==> src/design/srp_pkg.sv <==
// ----------------------------------------------------------------------------
// srp_pkg
// Shared types, character codes and per-byte parse functions for the SMTP
// reply parser.
// ----------------------------------------------------------------------------
`timescale 1ns / 1ps
`default_nettype none

package srp_pkg;

  localparam logic [7:0] CH_CR    = 8'h0D;
  localparam logic [7:0] CH_LF    = 8'h0A;
  localparam logic [7:0] CH_DASH  = 8'h2D;
  localparam logic [7:0] CH_SPACE = 8'h20;

  localparam logic [2:0] POS_SEP  = 3'd3;
  localparam logic [2:0] POS_TEXT = 3'd4;

  // Pending result beats held between parser and output port.
  localparam int QUEUE_DEPTH = 4;

  typedef enum logic [2:0] {
    ST_OK       = 3'd0,
    ST_SHORT    = 3'd1,
    ST_DIGITS   = 3'd2,
    ST_MISMATCH = 3'd3,
    ST_SEP      = 3'd4
  } status_t;

  typedef struct packed {
    logic [2:0] line_pos;
    logic [9:0] digit_acc;
    logic [9:0] first_code;
    logic       have_code;
    logic       cr_held;
    logic       text_nonempty;
    status_t    line_status;
    logic       sep_is_space;
  } srp_state_t;

  typedef struct packed {
    logic [7:0] text_byte;
    logic       last;
    logic [9:0] reply_code;
    status_t    status;
  } srp_result_t;

  typedef struct packed {
    srp_state_t  st;
    logic        emit;
    srp_result_t res;
  } srp_step_t;

  function automatic logic text_ok(status_t s);
    return (s == ST_OK) || (s == ST_SEP);
  endfunction

  function automatic srp_step_t line_byte(srp_state_t s, logic [7:0] b);
    srp_step_t r;
    logic      is_digit;
    r.st     = s;
    r.emit   = 1'b0;
    r.res    = '0;
    is_digit = (b >= 8'h30) && (b <= 8'h39);
    if (s.line_pos < POS_SEP) begin
      if (is_digit) begin
        // acc * 10 + digit, kept mod 1024
        r.st.digit_acc = (s.digit_acc << 3) + (s.digit_acc << 1) + {6'd0, b[3:0]};
      end else if (s.line_status == ST_OK) begin
        r.st.line_status = ST_DIGITS;
      end
      r.st.line_pos = s.line_pos + 3'd1;
    end else if (s.line_pos == POS_SEP) begin
      if (s.line_status == ST_OK) begin
        if (s.have_code) begin
          if (s.digit_acc != s.first_code) r.st.line_status = ST_MISMATCH;
        end else begin
          r.st.first_code = s.digit_acc;
          r.st.have_code  = 1'b1;
        end
      end
      if (r.st.line_status == ST_OK) begin
        if (b == CH_SPACE) r.st.sep_is_space = 1'b1;
        else if (b != CH_DASH) r.st.line_status = ST_SEP;
      end
      if (text_ok(r.st.line_status) && s.text_nonempty) begin
        r.emit          = 1'b1;
        r.res.text_byte = CH_LF;
      end
      r.st.line_pos = POS_TEXT;
    end else begin
      if (text_ok(s.line_status)) begin
        r.emit             = 1'b1;
        r.res.text_byte    = b;
        r.st.text_nonempty = 1'b1;
      end
    end
    return r;
  endfunction

  function automatic srp_step_t line_end(srp_state_t s);
    srp_step_t r;
    status_t   fin;
    fin = (s.line_pos < POS_TEXT) ? ST_SHORT : s.line_status;
    r.emit           = 1'b1;
    r.res.text_byte  = 8'd0;
    r.res.last       = 1'b1;
    r.res.reply_code = s.have_code ? s.first_code : 10'd0;
    r.res.status     = fin;
    r.st             = '0;
    if (fin == ST_OK && !s.sep_is_space) begin
      // continuation line: keep the reply context
      r.st.first_code    = s.first_code;
      r.st.have_code     = s.have_code;
      r.st.text_nonempty = s.text_nonempty;
    end
    return r;
  endfunction

endpackage

`default_nettype wire

==> src/design/srp_step.sv <==
// ----------------------------------------------------------------------------
// srp_step
// Next-state and result logic for one received byte, including a held CR
// that turns out not to start a line end. Yields up to two result beats.
// ----------------------------------------------------------------------------
`timescale 1ns / 1ps
`default_nettype none

module srp_step
  import srp_pkg::*;
(
  input  srp_state_t  cur,
  input  logic [7:0]  rx_byte,
  output srp_state_t  nxt,
  output logic [1:0]  n_res,
  output srp_result_t res0,
  output srp_result_t res1
);

  srp_state_t s0;
  srp_step_t  held;
  srp_step_t  body;
  srp_step_t  fin;
  logic       held_used;
  logic       is_end;

  always_comb begin
    held      = '0;
    body      = '0;
    fin       = '0;
    held_used = 1'b0;
    is_end    = 1'b0;
    s0        = cur;
    s0.cr_held = 1'b0;

    if (cur.cr_held && rx_byte == CH_LF) begin
      is_end = 1'b1;
      fin    = line_end(s0);
    end else begin
      if (cur.cr_held) begin
        // lone CR is a plain line byte, handled ahead of this one
        held      = line_byte(s0, CH_CR);
        held_used = held.emit;
        s0        = held.st;
      end
      if (rx_byte == CH_CR) begin
        body          = '0;
        body.st       = s0;
        body.st.cr_held = 1'b1;
      end else begin
        body = line_byte(s0, rx_byte);
      end
    end

    if (is_end) begin
      nxt   = fin.st;
      n_res = 2'd1;
      res0  = fin.res;
      res1  = '0;
    end else begin
      nxt   = body.st;
      n_res = {1'b0, held_used} + {1'b0, body.emit};
      res0  = held_used ? held.res : body.res;
      res1  = body.res;
    end
  end

endmodule

`default_nettype wire

==> src/design/srp_out_queue.sv <==
// ----------------------------------------------------------------------------
// srp_out_queue
// Small result queue: takes zero, one or two beats per cycle, gives one per pop.
// ----------------------------------------------------------------------------
`timescale 1ns / 1ps
`default_nettype none

module srp_out_queue
  import srp_pkg::*;
(
  input  logic        clk,
  input  logic        rst,
  input  logic [1:0]  n_push,
  input  srp_result_t din0,
  input  srp_result_t din1,
  input  logic        pop,
  output logic        not_empty,
  output logic        room2,
  output srp_result_t dout
);

  localparam int PTR_W = $clog2(QUEUE_DEPTH);
  localparam int CNT_W = $clog2(QUEUE_DEPTH + 1);

  srp_result_t            mem [QUEUE_DEPTH];
  logic [PTR_W-1:0]       wr_ptr;
  logic [PTR_W-1:0]       rd_ptr;
  logic [CNT_W-1:0]       count;

  assign not_empty = (count != '0);
  assign room2     = (count <= CNT_W'(QUEUE_DEPTH - 2));
  assign dout      = mem[rd_ptr];

  always_ff @(posedge clk) begin
    if (rst) begin
      wr_ptr <= '0;
      rd_ptr <= '0;
      count  <= '0;
    end else begin
      wr_ptr <= wr_ptr + PTR_W'(n_push);
      rd_ptr <= rd_ptr + PTR_W'(pop);
      count  <= count + CNT_W'(n_push) - CNT_W'(pop);
    end
  end

  always_ff @(posedge clk) begin
    if (n_push != 2'd0) mem[wr_ptr] <= din0;
    if (n_push == 2'd2) mem[wr_ptr + PTR_W'(1)] <= din1;
  end

endmodule

`default_nettype wire

==> src/design/smtp_reply_parser_unit.sv <==
// ----------------------------------------------------------------------------
// smtp_reply_parser_unit
// SMTP reply parser: byte stream in, reply text beats and end-of-reply
// code/status beats out.
// ----------------------------------------------------------------------------
// One received byte is taken per clock. Its parse is finished in the cycle it
// is accepted and its result beats (none, one or two; two only when a held CR
// proves to be a plain byte) go into a four-entry result queue. The output
// side drains one beat per clock with out_stall low; the input is stalled
// while more than two beats are pending, so a byte stream that yields at most
// one beat per byte then runs at full rate. A beat with last high carries the
// reply code and status; after any error the parser starts a fresh reply.
`timescale 1ns / 1ps
`default_nettype none

module smtp_reply_parser_unit
  import srp_pkg::*;
(
  input  logic       clk,
  input  logic       rst,
  input  logic       in_valid,
  output logic       in_stall,
  input  logic [7:0] rx_byte,
  output logic       out_valid,
  input  logic       out_stall,
  output logic [7:0] text_byte,
  output logic       last,
  output logic [9:0] reply_code,
  output logic [2:0] status
);

  srp_state_t  state;
  srp_state_t  state_next;
  logic [1:0]  n_res;
  srp_result_t res0;
  srp_result_t res1;
  srp_result_t head;
  logic        room2;
  logic        accept;

  assign in_stall = !room2;
  assign accept   = in_valid && room2;

  srp_step u_step (
    .cur     (state),
    .rx_byte (rx_byte),
    .nxt     (state_next),
    .n_res   (n_res),
    .res0    (res0),
    .res1    (res1)
  );

  always_ff @(posedge clk) begin
    if (rst) begin
      state <= '0;
    end else if (accept) begin
      state <= state_next;
    end
  end

  srp_out_queue u_queue (
    .clk       (clk),
    .rst       (rst),
    .n_push    (accept ? n_res : 2'd0),
    .din0      (res0),
    .din1      (res1),
    .pop       (out_valid && !out_stall),
    .not_empty (out_valid),
    .room2     (room2),
    .dout      (head)
  );

  assign text_byte  = head.text_byte;
  assign last       = head.last;
  assign reply_code = head.reply_code;
  assign status     = head.status;

endmodule

`default_nettype wire
==> config.mk <==
export PLATFORM = sky130hd
export DESIGN_NAME = smtp_reply_parser_unit
export DESIGN_NICKNAME = d
export VERILOG_FILES = /design/src/design/srp_pkg.sv /design/src/design/srp_step.sv /design/src/design/srp_out_queue.sv /design/src/design/smtp_reply_parser_unit.sv
export SDC_FILE = /design/constraint.sdc
export NUM_CORES = 1
export LEC_CHECK = 0
export ABC_AREA = 1
export BUFFER_PORTS_ARGS = -buffer_cell sky130_fd_sc_hd__buf_4
export CORE_ASPECT_RATIO = 0.8
export CORE_MARGIN = 2
export CORE_UTILIZATION = 25
export CTS_CLUSTER_SIZE = 8
export DETAILED_ROUTE_END_ITERATION = 12
export HOLD_SLACK_MARGIN = 0.1
export MAX_ROUTING_LAYER = met4
export PLACE_DENSITY = 0.5
export SYNTH_ARGS = -nofsm -noshare
export SYNTH_HDL_FRONTEND = slang
export SYNTH_SLANG_ARGS = --single-unit
==> constraint.sdc <==
create_clock -name clk -period 5.21 [get_ports clk]
set_input_delay 0.521 -clock clk [delete_from_list [all_inputs] [get_ports clk]]
set_output_delay 0.521 -clock clk [all_outputs]
set_load 0.05 [all_outputs]
## After elaboration in Yosys (flattened, before gate mapping)

Memories as Yosys holds them, arrays and structs flattened. A register that Yosys moved wholly into a read port is not among the register bits.
Cells that the tools add are included.

- Register bits: 37
- Latch bits: 0
- Bits in writable memories: 88
- Bits in read-only memories: 0
- Output and inout bits: 24
- Memories: 1

- $add $sub $neg: 10
- Multipliers: 0
- Div/mod/pow operators: 0
- Order comparisons: 6
- Equality and inequality tests: 14
- Shifts and indexed selects: 0
- Mux-type cells: 87
- Bitwise logic cells: 0
- Reduce and logical (&&, ||, !) cells: 24

Memory list:

| memory | depth | width | read ports | clocked after memory_dff | wr ports | line | RTL |
|---|---|---|---|---|---|---|---|
| u_queue.mem | 4 | 22 | 1 | 1 | 2 | srp_out_queue.sv:25 | `srp_result_t mem [QUEUE_DEPTH];` |

Operators with widths:

| kind | number |
|---|---|
| 2-to-1 mux 22 bit | 5 |
| 2-to-1 mux 53 bit | 2 |
| 2-to-1 mux 11 bit | 9 |
| 2-to-1 mux 3 bit | 32 |
| 2-to-1 mux 30 bit | 3 |
| 2-to-1 mux 9 bit | 7 |
| 2-to-1 mux 10 bit | 4 |
| 2-to-1 mux 40 bit | 1 |
| 2-to-1 mux 4 bit | 6 |
| logical NOT 3 bit | 7 |
| inequality test 10 bit | 2 |
| equality test 8 x 4 -> 1 bit (second input constant) | 2 |
| 2-to-1 mux 1 bit | 15 |
| equality test 3 bit (second input constant) | 4 |
| adder 10 bit | 1 |
| adder 10 x 4 -> 10 bit | 1 |
| equality test 8 x 6 -> 1 bit (second input constant) | 1 |
| greater-or-equal comparator 8 x 6 -> 1 bit (second input constant) | 1 |
| <= comparator 8 x 6 -> 1 bit (second input constant) | 1 |
| inequality test 8 x 6 -> 1 bit (second input constant) | 1 |
| logical AND 1 bit | 7 |
| adder 3 x 1 -> 3 bit (second input constant) | 2 |
| equality test 3 x 2 -> 1 bit (second input constant) | 2 |
| < comparator 3 x 2 -> 1 bit (second input constant) | 2 |
| 16 further kinds | 23 |

## Logic depth before layout (Yosys ltp)

Gate-level depths: netlist (run 1).

- Depth after elaboration: 47
- Gate-level depth with buffers: 24
- Depth with buffers taken out: 24

## Hierarchy

A second synthesis (run 1) with hierarchy kept.

- Cells, all modules: 1111
- Area, all modules: 8281.7 sq um

Modules (own cells, without submodules):

| module | times used | cells an instance | area an instance (sq um) |
|---|---|---|---|
| srp_out_queue | 1 | 539 | 5049.8 |
| srp_step | 1 | 374 | 1963.1 |
| smtp_reply_parser_unit | 1 | 198 | 1268.7 |

## Worst setup path before layout (run 1)

OpenSTA, ideal clock, no wires.

- Kind: flip-flop to flip-flop
- Start: register state[27] in the netlist's numbering
- End: register u_queue.count[2]
- Library setup time: 0.121 ns
- Data arrival time: 3.593 ns
- Required time: 5.089 ns
- Slack: 1.496 ns
- Stages on the path, launching flop included: 24
- Path buffers: 0
- Clock period less this slack: 3.714 ns
- Path through: dfxtp_1 > ha_1 > nand2_2 > inv_2 > o21ai_2 > nand2_2 > o21ai_4 > ha_1 > inv_1 > nor2_4 > nand2_1 > nand2_1 > inv_2 > ha_1 > inv_1 > a21oi_2 > inv_2 > ha_1 > inv_1 > ha_1 > fa_1 > xor2_1 > o21ai_0 > a21oi_1

- Word-level cells in the longest chain between the ends: 33
- Elaborated cells between the ends (all ways): 53

Ends and longest elaborated chain:

| element | line | RTL |
|---|---|---|
| start: declaration | smtp_reply_parser_unit.sv:32 | `srp_state_t state;` |
| start signal: assignment | smtp_reply_parser_unit.sv:57 | `state <= state_next;` |
| parallel branches: the longest is 28 deep, another holds < comparator 3 x 2 -> 1 bit | -- |  |
| adder 1 x 1 -> 2 bit * | srp_step.sv:62 | `n_res = {1'b0, held_used} + {1'b0, body.emit};` |
| 2-to-1 mux 2 bit * | srp_step.sv:55 | `if (is_end) begin` |
| 2-to-1 mux 2 bit * | smtp_reply_parser_unit.sv:64 | `.n_push (accept ? n_res : 2'd0),` |
| adder 3 x 2 -> 3 bit * | srp_out_queue.sv:42 | `count <= count + CNT_W'(n_push) - CNT_W'(pop);` |
| subtractor 3 x 1 -> 3 bit * | srp_out_queue.sv:42 |  |
| end signal: assignment | srp_out_queue.sv:42 |  |
| end: declaration | srp_out_queue.sv:28 | `logic [CNT_W-1:0] count;` |

Mark *: on every way between the ends. The select of a mux whose other input is x is not followed.
A chain may end at the register's enable or synchronous reset.

## Final worst setup path (run 1)

Same ends and word-level chain as after synthesis.

==> impl_metrics.py, run 1 <==
metrics = {
    "sta": {
        "worst_hold_slack_ns": 0.429,
        "rsz0062_at_grt": "false",
        "tns_ns": 0,
        "slew_viol_final": 0,
        "fin_skew_ns": 0.00761,
        "min_period_over_period": 0.757,
        "max-slew-margin-rel": 0.491,
        "hold_viol": 0,
        "tightestPinTransition_ns": 0.763,
        "fin_ws_ns": 1.27,
        "clock.fmax_ghz": 0.254,
        "fin_crit_ns": 3.94,
        "setup_violations": 0,
    },
    "yosys": {
        "async_flop_share": 0,
        "synth_fp_nets": 926,
        "synth_top_area_share": 0.269,
        "ys_types": 46,
        "syn_area_um2": 6910,
        "synth_ff_type": "dfxtp_1",
        "syn_inst": 889,
        "synth_area_leaders": "dfxtp_1, edfxtp_1, nand2_1",
        "yosysMostFrequentCell": "nand2_1",
        "synth-seq-cells": 125,
        "synth_edf_count": 32,
        "seq_area_frac_synth": 0.408,
        "synth.largest_area_cell": "dfxtp_1",
        "synth_area_per_cell_um2": 7.77,
        "ys_warn_count": 0,
        "synth_top_cells_by_count": "nand2_1, a21oi_1, dfxtp_1",
    },
    "clocking": {
        "clock_path_buffers": 2,
        "root_buffer": "clkbuf_16",
        "cts_tree": "done",
        "path_clk_slew_ns": 0.06,
        "numClockSinks": 125,
        "post-cts-setup-buffer-count": 0,
        "holdBufCountCts": 0,
        "htree_levels": 4,
        "cts_resized": 0,
        "clkLatencyLatePin_ns": 0.42,
        "cts_made_buffers": 17,
    },
    "setup_path": {
        "ff2ff_setup_slack_ns": 1.27,
        "slowest_stage": "dfxtp_1",
        "end_kind": "register",
        "crit_arrival_ns": 4.25,
        "worstPathRequired_ns": 5.51,
        "slowest_delay_ns": 0.39,
        "cp_cell_sequence": "ha_1 > nand2_2 > inv_2 > o21ai_2 > nand2_2 > o21ai_4 > ha_1 > inv_1 > nor2_4 > nand2_1 > nand2_1 > inv_2 > ha_1 > inv_1 > a21oi_2 > inv_2 > ha_1 > inv_1 > ha_1 > fa_1 > xor2_1 > o21ai_0 > a21oi_1",
        "worstReg2RegStart": "state[27]",
        "r2r_end": "u_queue.count[2]",
        "cp_max_fo": 7,
        "crit_start": "state[27]",
        "timing.critical_path.to": "u_queue.count[2]",
        "critPathLaunchType": "register",
        "reg2regPathDepth": 23,
        "crit_path_frequent_cell": "ha_1",
        "crit_type": "reg -> reg",
    },
    "placement": {
        "dpl_cell_area_um2": 7480,
        "dp_slack_ns": 1.12,
        "globalplace.congestion": 0.867,
        "hpwl_um": 13300,
        "numPortBuffers": 35,
    },
    "detailed_routing": {
        "routed_via_density": 4.58,
        "ant_nets": 0,
        "drc_errors": 0,
        "initialDrtViolationCount": 398,
        "wirelength_um": 18900,
        "dr.pass1.iters": 5,
        "vias": 5897,
        "wl_per_cell_um": 14.7,
    },
    "grt": {
        "overflow": 0,
        "grt_pass1_wl_um": 30600,
        "grt_start_max_net_pins": 36,
        "grt_antenna_before_repair": 0,
        "grt_pass1_vias": 5534,
        "grtUsageTotal": 0.139,
    },
    "layout": {
        "syn_to_final_growth_pct": 16.5,
        "nets": 948,
        "antenna_cells": 0,
        "layout-drive-gt1-share": 0.174,
        "fin_area_um2": 8050,
    },
    "power_and_ir_drop": {
        "finalPower_w": 0.00382,
        "powerDensity_nw_per_um2": 474,
        "power.leakage_nw": 3.32,
        "ir_drop_v": 0.000504,
    },
    "floorplan": {
        "start_util": 0.254,
        "die_width_um": 190,
        "rows": 54,
        "die_y_um": 153,
        "io_pins": 36,
        "coreArea_um2": 27200,
        "fp.dieArea_um2": 29000,
    },
    "worst_hold_path": {
        "min-delay-path-class": "in -> reg",
    },
    "job": {
        "cap_violations": 0,
    },
    "outcome": {
        "status": "finished clean",
    },
}
placed cells by master, fill, tap and decap left out, types with 6 or more instances in the layout:
master	n
nand2_1	129
nor2_2	7
nand4_1	9
edfxtp_1	32
dfxtp_1	93
o21ai_1	38
nand3_1	40
a21oi_1	94
ha_1	22
a21oi_2	7
inv_2	25
nor2_1	86
buf_4	40
inv_1	82
nand2_2	12
o22ai_1	22
clkbuf_16	17
xnor2_1	7
o21ai_0	82
o22ai_2	8
nand2_4	6
sequential cells by signal (all words and copies together) (netlist names):
register / cells
u_queue.wr_ptr: 2
u_queue.count: 3
state: 30
u_queue.rd_ptr: 2
u_queue.mem: 88
worst max-delay path: cells and delay by family, from the launching register on:
kind | cells | cell delay (ns)
simple gates | 5 | 0.61
fa+ha+maj | 6 | 1.65
xor+xnor | 1 | 0.18
buf+inv | 6 | 0.35
compound gates | 5 | 0.66
flops | 1 | 0.39
where the power goes:
group          internal, W  switching (W)  leakage [nW]  total (W)
clock             0.000684       0.000458         0.277    0.00114
sequential         0.00110      0.0000708          1.05    0.00117
combinational     0.000427        0.00108          1.99    0.00150
total              0.00221        0.00160          3.32    0.00382
logic make-up after synthesis:
logic type,after synthesis,share of synthesized area
compound gates,261,0.211
xor+xnor,12,0.0152
buf+inv,148,0.0878
simple gates,318,0.229
flops,125,0.408
fa+ha+maj,25,0.0485
final cells by class:
class | instances | area [µm²]
clock buffers | 20 | 457
clock inverters | 12 | 114
well taps | 364 | 455
multi-input cells | 616 | 3480
repair buffers | 40 | 300
flip-flops and latches | 125 | 2820
fillers | 2920 | 19200
inverters | 111 | 419
metrics by stage:
step	instances	utilization
detailed placement	1256	0.275
finish	1288	0.296
floorplan	889	-
global route	1288	0.296
CTS	1288	0.296
global placement	1256	0.275
how the worst min path moves through the flow:
stage / startpoint / end / slack (ns) / cells past startpoint
2_1_floorplan: u_queue.mem[2][13] / u_queue.mem[2][13] / 0.45 / 2
3_3_place_gp: u_queue.mem[2][10] / u_queue.mem[2][10] / 0.46 / 2
3_5_place_dp: u_queue.mem[2][13] / u_queue.mem[2][13] / 0.47 / 2
4_1_cts: rx_byte[0] / state[17] / 0.41 / 3
5_1_grt: rx_byte[0] / state[17] / 0.46 / 3
6_report: rx_byte[0] / state[17] / 0.43 / 3
layer usage:
| metal | global-route usage | up-vias | routed length [µm] |
|---|---|---|---|
| met1 | 0.200 | 2740 | 9980 |
| met4 | 0.0384 | 0 | 210 |
| li1 | - | 3040 | - |
| met2 | 0.196 | 101 | 8090 |
| met5 | - | - | 0 |
| met3 | 0.0263 | 16 | 677 |
(Power assumes the default switching activity.)
==> inputs of run 2 (changes only) <==
Settings changed: PLACE_DENSITY 0.5 to 0.52.
Clock period 5.21 ns to 3.2 ns, I/O delays scaled along.
==> run 2 against run 1 <==
- final cell count is 4.8% higher
- utilization up 2.2 points
- routed wire length grew 5.3%
- count of clock-buffer cells in the layout decreased by 1
- combinational power grew 77%
- sequential share of layout area down 2.4 points
- clock power rose by 62%
- sequential power grew 62%
- via count is 4.4% higher
- register-to-register slack worse by 1.2 ns
==> impl_metrics.py, run 2 (synthesis results as in run 1) <==
metrics = {
    "layout": {
        "layout-drive-gt1-share": 0.244,
        "top_register": "u_queue.mem",
        "nets": 1010,
        "antenna_cells": 0,
        "largestRegisters": "u_queue.mem (88), state (30), u_queue.count (3)",
        "syn_to_final_growth_pct": 25.3,
        "final_cells": 1350,
        "largest_reg_flops": 88,
        "layout_commonest_cell": "nand2_1",
        "layout_common_cells": "nand2_1, buf_4, a21oi_1, dfxtp_1, nor2_1",
    },
    "outcome": {
        "status": "finished clean",
    },
    "clocking": {
        "cts_made_buffers": 17,
        "clkLatencyLatePin_ns": 0.42,
        "cts_tree": "done",
        "path_clk_slew_ns": 0.06,
        "clock_path_buffers": 2,
        "root_buffer": "clkbuf_16",
        "holdBufCountCts": 0,
        "htree_levels": 4,
        "numClockSinks": 125,
    },
    "setup_path": {
        "crit_arrival_ns": 3.43,
        "cp_max_fo": 4,
        "slowest_delay_ns": 0.36,
        "crit_path_frequent_cell": "inv_2",
        "slowest_stage": "dfxtp_4",
        "cp_cell_sequence": "ha_4 > nand2_4 > inv_2 > o21ai_2 > nand2_1 > nand2_2 > ha_4 > inv_2 > nor2_4 > nand2_1 > nand2_1 > inv_2 > ha_4 > inv_2 > a21oi_4 > inv_2 > ha_4 > inv_2 > ha_4 > fa_2 > xor2_2 > o21ai_1 > a21oi_1",
        "worstPathRequired_ns": 3.51,
        "crit_family": "adder cells",
        "end_kind": "register",
        "worst-path-buf-inv": 6,
        "crit_start": "state[27]",
        "worstReg2RegStart": "state[27]",
        "crit_type": "reg -> reg",
        "critPathLaunchType": "register",
    },
    "sta": {
        "worst_hold_slack_ns": 0.239,
        "fin_skew_ns": 0.00980,
        "setup_violations": 0,
        "tns_ns": 0,
        "fin_crit_ns": 3.12,
        "slew_viol_final": 0,
        "clock.fmax_ghz": 0.320,
        "tightestPinTransition_ns": 0.539,
        "max-slew-margin-rel": 0.640,
        "min_period_over_period": 0.975,
        "fin_ws_ns": 0.0794,
        "hold_viol": 0,
        "rsz0062_at_grt": "true",
    },
    "detailed_routing": {
        "drc_errors": 0,
        "wl_met1_um": 10200,
        "ant_nets": 0,
        "wirelength_um": 20000,
        "initialDrtViolationCount": 390,
        "wl_met2_um": 8320,
        "maxUsedRoutingLayer": "met4",
        "vias": 6154,
        "met3WireLength_um": 931,
        "routed_via_density": 4.56,
        "wl_per_cell_um": 14.8,
        "dr.pass1.iters": 5,
    },
    "worst_hold_path": {
        "min-delay-path-class": "in -> reg",
        "min_from": "rx_byte[0]",
    },
    "grt": {
        "overflow": 0,
        "grt_pass1_vias": 5900,
        "grt_antenna_before_repair": 0,
        "grt_start_max_net_pins": 36,
        "grtUsageTotal": 0.147,
        "grt_pass1_wl_um": 32100,
    },
    "floorplan": {
        "coreArea_um2": 27200,
        "die_width_um": 190,
        "die_y_um": 153,
        "io_pins": 36,
        "start_util": 0.254,
        "fp.dieArea_um2": 29000,
        "rows": 54,
    },
    "power_and_ir_drop": {
        "powerDensity_nw_per_um2": 738,
        "power.leakage_nw": 3.64,
        "ir_drop_v": 0.000751,
        "finalPower_w": 0.00639,
    },
    "placement": {
        "hpwl_um": 14400,
        "numPortBuffers": 35,
        "dpl.cell_count": 1316,
        "dp_slack_ns": 0.0363,
        "globalplace.congestion": 0.881,
    },
    "job": {
        "cap_violations": 0,
    },
}
run 2: where the power goes:
group / switching [W] / leakage (nW) / internal, W
clock: 0.000779 / 0.268 / 0.00107
sequential: 0.000101 / 1.07 / 0.00179
combinational: 0.00183 / 2.31 / 0.000828
run 2: through the flow:
stage / cell area [µm²] / util
after detailed placement: 8030 / 0.295
after global routing: 8660 / 0.318
final: 8660 / 0.318
after floorplan: 6980 / -
after CTS: 8600 / 0.316
after global placement: 8030 / 0.295
run 2: layer usage:
layer / vias up / track usage
met4: 0 / 0.0580
met5: - / -
met1: 2831 / 0.208
met3: 27 / 0.0299
li1: 3172 / -
met2: 124 / 0.204
run 2: final timing paths:
kind	end	slack, ns	cells after the start
worst max register to register	u_queue.count[2]	0.08	23
worst max-delay path	u_queue.count[2]	0.08	23
worst min register to register	u_queue.mem[2][4]	0.48	2
worst min-delay path	state[17]	0.24	3
run 2: layout make-up:
class                           instances  area (µm²)
Clock buffer                           19         464
Fill cell                            2892       18600
Sequential cell                       125        2830
Multi-Input combinational cell        616        3580
Inverter                              111         419
Tap cell                              364         455
Clock inverter                         13         105
Timing Repair Buffer                  102         803
run 2: timing repair:
action | in CTS | in global routing
setup buffers | 0 | 2
setup endpoints to repair | 0 | 55
resized for setup | 0 | 9
run 2: worst min-delay path: cells and delay by family:
kind / cells / cell delay [ns]
AOI/OAI and AO/OA: 1 / 0.05
and+or+nand+nor: 1 / 0.08
buffers and inverters: 1 / 0.16
==> inputs of run 3 (changes only) <==
Settings changed: PLACE_DENSITY 0.52 to unset.
==> run 3 against run 2 <==
- sequential power is essentially flat
- count of clock-buffer cells in the layout grew 1
- final area grew 1.6%
- die area is the same
- clock power grew 5%
- worst setup slack lost 0.075 ns
- via count grew 2.5%
- maximum frequency shrank 2.4%
- final cell count grew 0.37%
- critical path type unchanged
- largest cell class unchanged
==> impl_metrics.py, run 3 (synthesis results as in run 1) <==
metrics = {
    "layout": {
        "fill_cells": 2849,
        "antenna_cells": 0,
        "layout-drive-gt1-share": 0.258,
        "layout_common_cells": "nand2_1, buf_4, a21oi_1, dfxtp_1, nor2_1",
        "fin_util": 0.323,
        "fin_area_um2": 8800,
        "largestRegisters": "u_queue.mem (88), state (30), u_queue.count (3)",
        "top_register": "u_queue.mem",
        "syn_to_final_growth_pct": 27.3,
        "register_area_um2": 2840,
        "layout_commonest_cell": "nand2_1",
        "multi_input_area_um2": 3630,
        "nets": 1015,
        "largest_reg_flops": 88,
    },
    "sta": {
        "min_period_over_period": 0.999,
        "rsz0062_at_grt": "true",
        "fin_skew_ns": 0.00945,
        "slew_viol_final": 0,
        "clock.fmax_ghz": 0.313,
        "hold_viol": 0,
        "fin_crit_ns": 3.20,
        "setup_violations": 0,
        "max-slew-margin-rel": 0.537,
        "tightestPinTransition_ns": 0.693,
        "tns_ns": 0,
    },
    "clocking": {
        "cts_made_buffers": 17,
        "path_clk_slew_ns": 0.06,
        "clkLatencyLatePin_ns": 0.42,
        "numClockSinks": 125,
        "root_buffer": "clkbuf_16",
        "clock_path_buffers": 2,
        "cts_tree": "done",
        "htree_levels": 4,
    },
    "grt": {
        "grtUsageTotal": 0.145,
        "grt_antenna_before_repair": 0,
        "grt_pass1_wl_um": 32100,
        "overflow": 0,
        "grt_pass1_vias": 6042,
        "grt_start_max_net_pins": 36,
    },
    "setup_path": {
        "timing.critical_path.to": "u_queue.count[2]",
        "crit_start": "state[27]",
        "r2r_end": "u_queue.count[2]",
        "cp_max_fo": 3,
        "crit_arrival_ns": 3.50,
        "worstReg2RegStart": "state[27]",
        "worstPathRequired_ns": 3.50,
        "ff2ff_setup_slack_ns": 0.004,
        "critPathLaunchType": "register",
        "crit_type": "reg -> reg",
        "end_kind": "register",
        "reg2regPathDepth": 22,
    },
    "power_and_ir_drop": {
        "power.leakage_nw": 3.70,
        "powerDensity_nw_per_um2": 741,
        "finalPower_w": 0.00652,
        "ir_drop_v": 0.000396,
    },
    "placement": {
        "numPortBuffers": 35,
        "dpl_cell_area_um2": 7960,
        "hpwl_um": 13800,
        "globalplace.congestion": 0.871,
    },
    "floorplan": {
        "rows": 54,
        "fp.dieArea_um2": 29000,
        "coreArea_um2": 27200,
        "die_y_um": 153,
        "start_util": 0.254,
        "die_width_um": 190,
        "io_pins": 36,
    },
    "detailed_routing": {
        "initialDrtViolationCount": 599,
        "vias": 6308,
        "routed_via_density": 4.66,
        "wirelength_um": 19900,
        "drc_errors": 0,
        "ant_nets": 0,
        "wl_per_cell_um": 14.7,
        "dr.pass1.iters": 7,
    },
    "outcome": {
        "status": "finished clean",
    },
    "job": {
        "cap_violations": 0,
    },
    "worst_hold_path": {
        "min-delay-path-class": "in -> reg",
    },
}
[run 3: critical path: stages, from the launching register on]
cell and delay, ns:
dfxtp_4 0.36, ha_4 0.15, nand2_4 0.07, buf_4 0.14, nor2_2 0.14, nand3_1 0.13, nand2_1 0.07, o21ai_0 0.10
nand2_1 0.12, nor2_1 0.05, nand2_1 0.07, inv_2 0.05, ha_4 0.26, inv_2 0.03, a21oi_2 0.15, inv_2 0.07
ha_4 0.26, inv_2 0.04, ha_4 0.15, fa_2 0.35, xor2_2 0.16, o21ai_1 0.13, a21oi_1 0.05
[run 3: how the worst min path moves through the flow]
stage / cells after the start / slack (ns) / to / start
after global placement: 2 / 0.46 / u_queue.mem[2][2] / u_queue.mem[2][2]
after global routing: 3 / 0.24 / state[17] / rx_byte[0]
after CTS: 3 / 0.21 / state[17] / rx_byte[0]
after detailed placement: 2 / 0.47 / u_queue.mem[2][10] / u_queue.mem[2][10]
after floorplan: 2 / 0.45 / u_queue.mem[2][13] / u_queue.mem[2][13]
final: 3 / 0.24 / state[17] / rx_byte[0]
[run 3: metrics by stage]
step           hold slack, ns  worst slack, ns  cells
5_1_grt                 0.238           -0.181   1355
2_1_floorplan           0.447           -0.138    889
6_report                0.237          0.00395   1355
4_1_cts                 0.214         0.000429   1348
3_3_place_gp            0.461           0.0263   1311
3_5_place_dp            0.466          -0.0449   1311
[run 3: cell type report]
cell class,count,share of cell area
clock buffers,20,0.0521
clock inverters,12,0.0154
inverters,111,0.0485
multi-input cells,616,0.413
flip-flops and latches,125,0.323
well taps,364,0.0518
repair buffers,107,0.0970
[run 3: report_power, final]
part	switching, W	internal (W)
logic	0.00184	0.000851
registers	0.000101	0.00179
clock network	0.000744	0.00120
total	0.00268	0.00384
[run 3: what timing repair did]
item	in CTS	in global routing
cloned	0	1
hold buffers	0	0
buffers inserted	5	7
setup endpoints to repair	1	83
pin swaps	9	12
resized for setup	5	34
[run 3: layer usage]
layer	global-route usage	vias up	routed length (µm)
li1	-	3167	-
met1	0.199	2947	9630
met2	0.214	180	8820
met3	0.0345	14	1260
met4	0.0332	0	150
met5	-	-	0
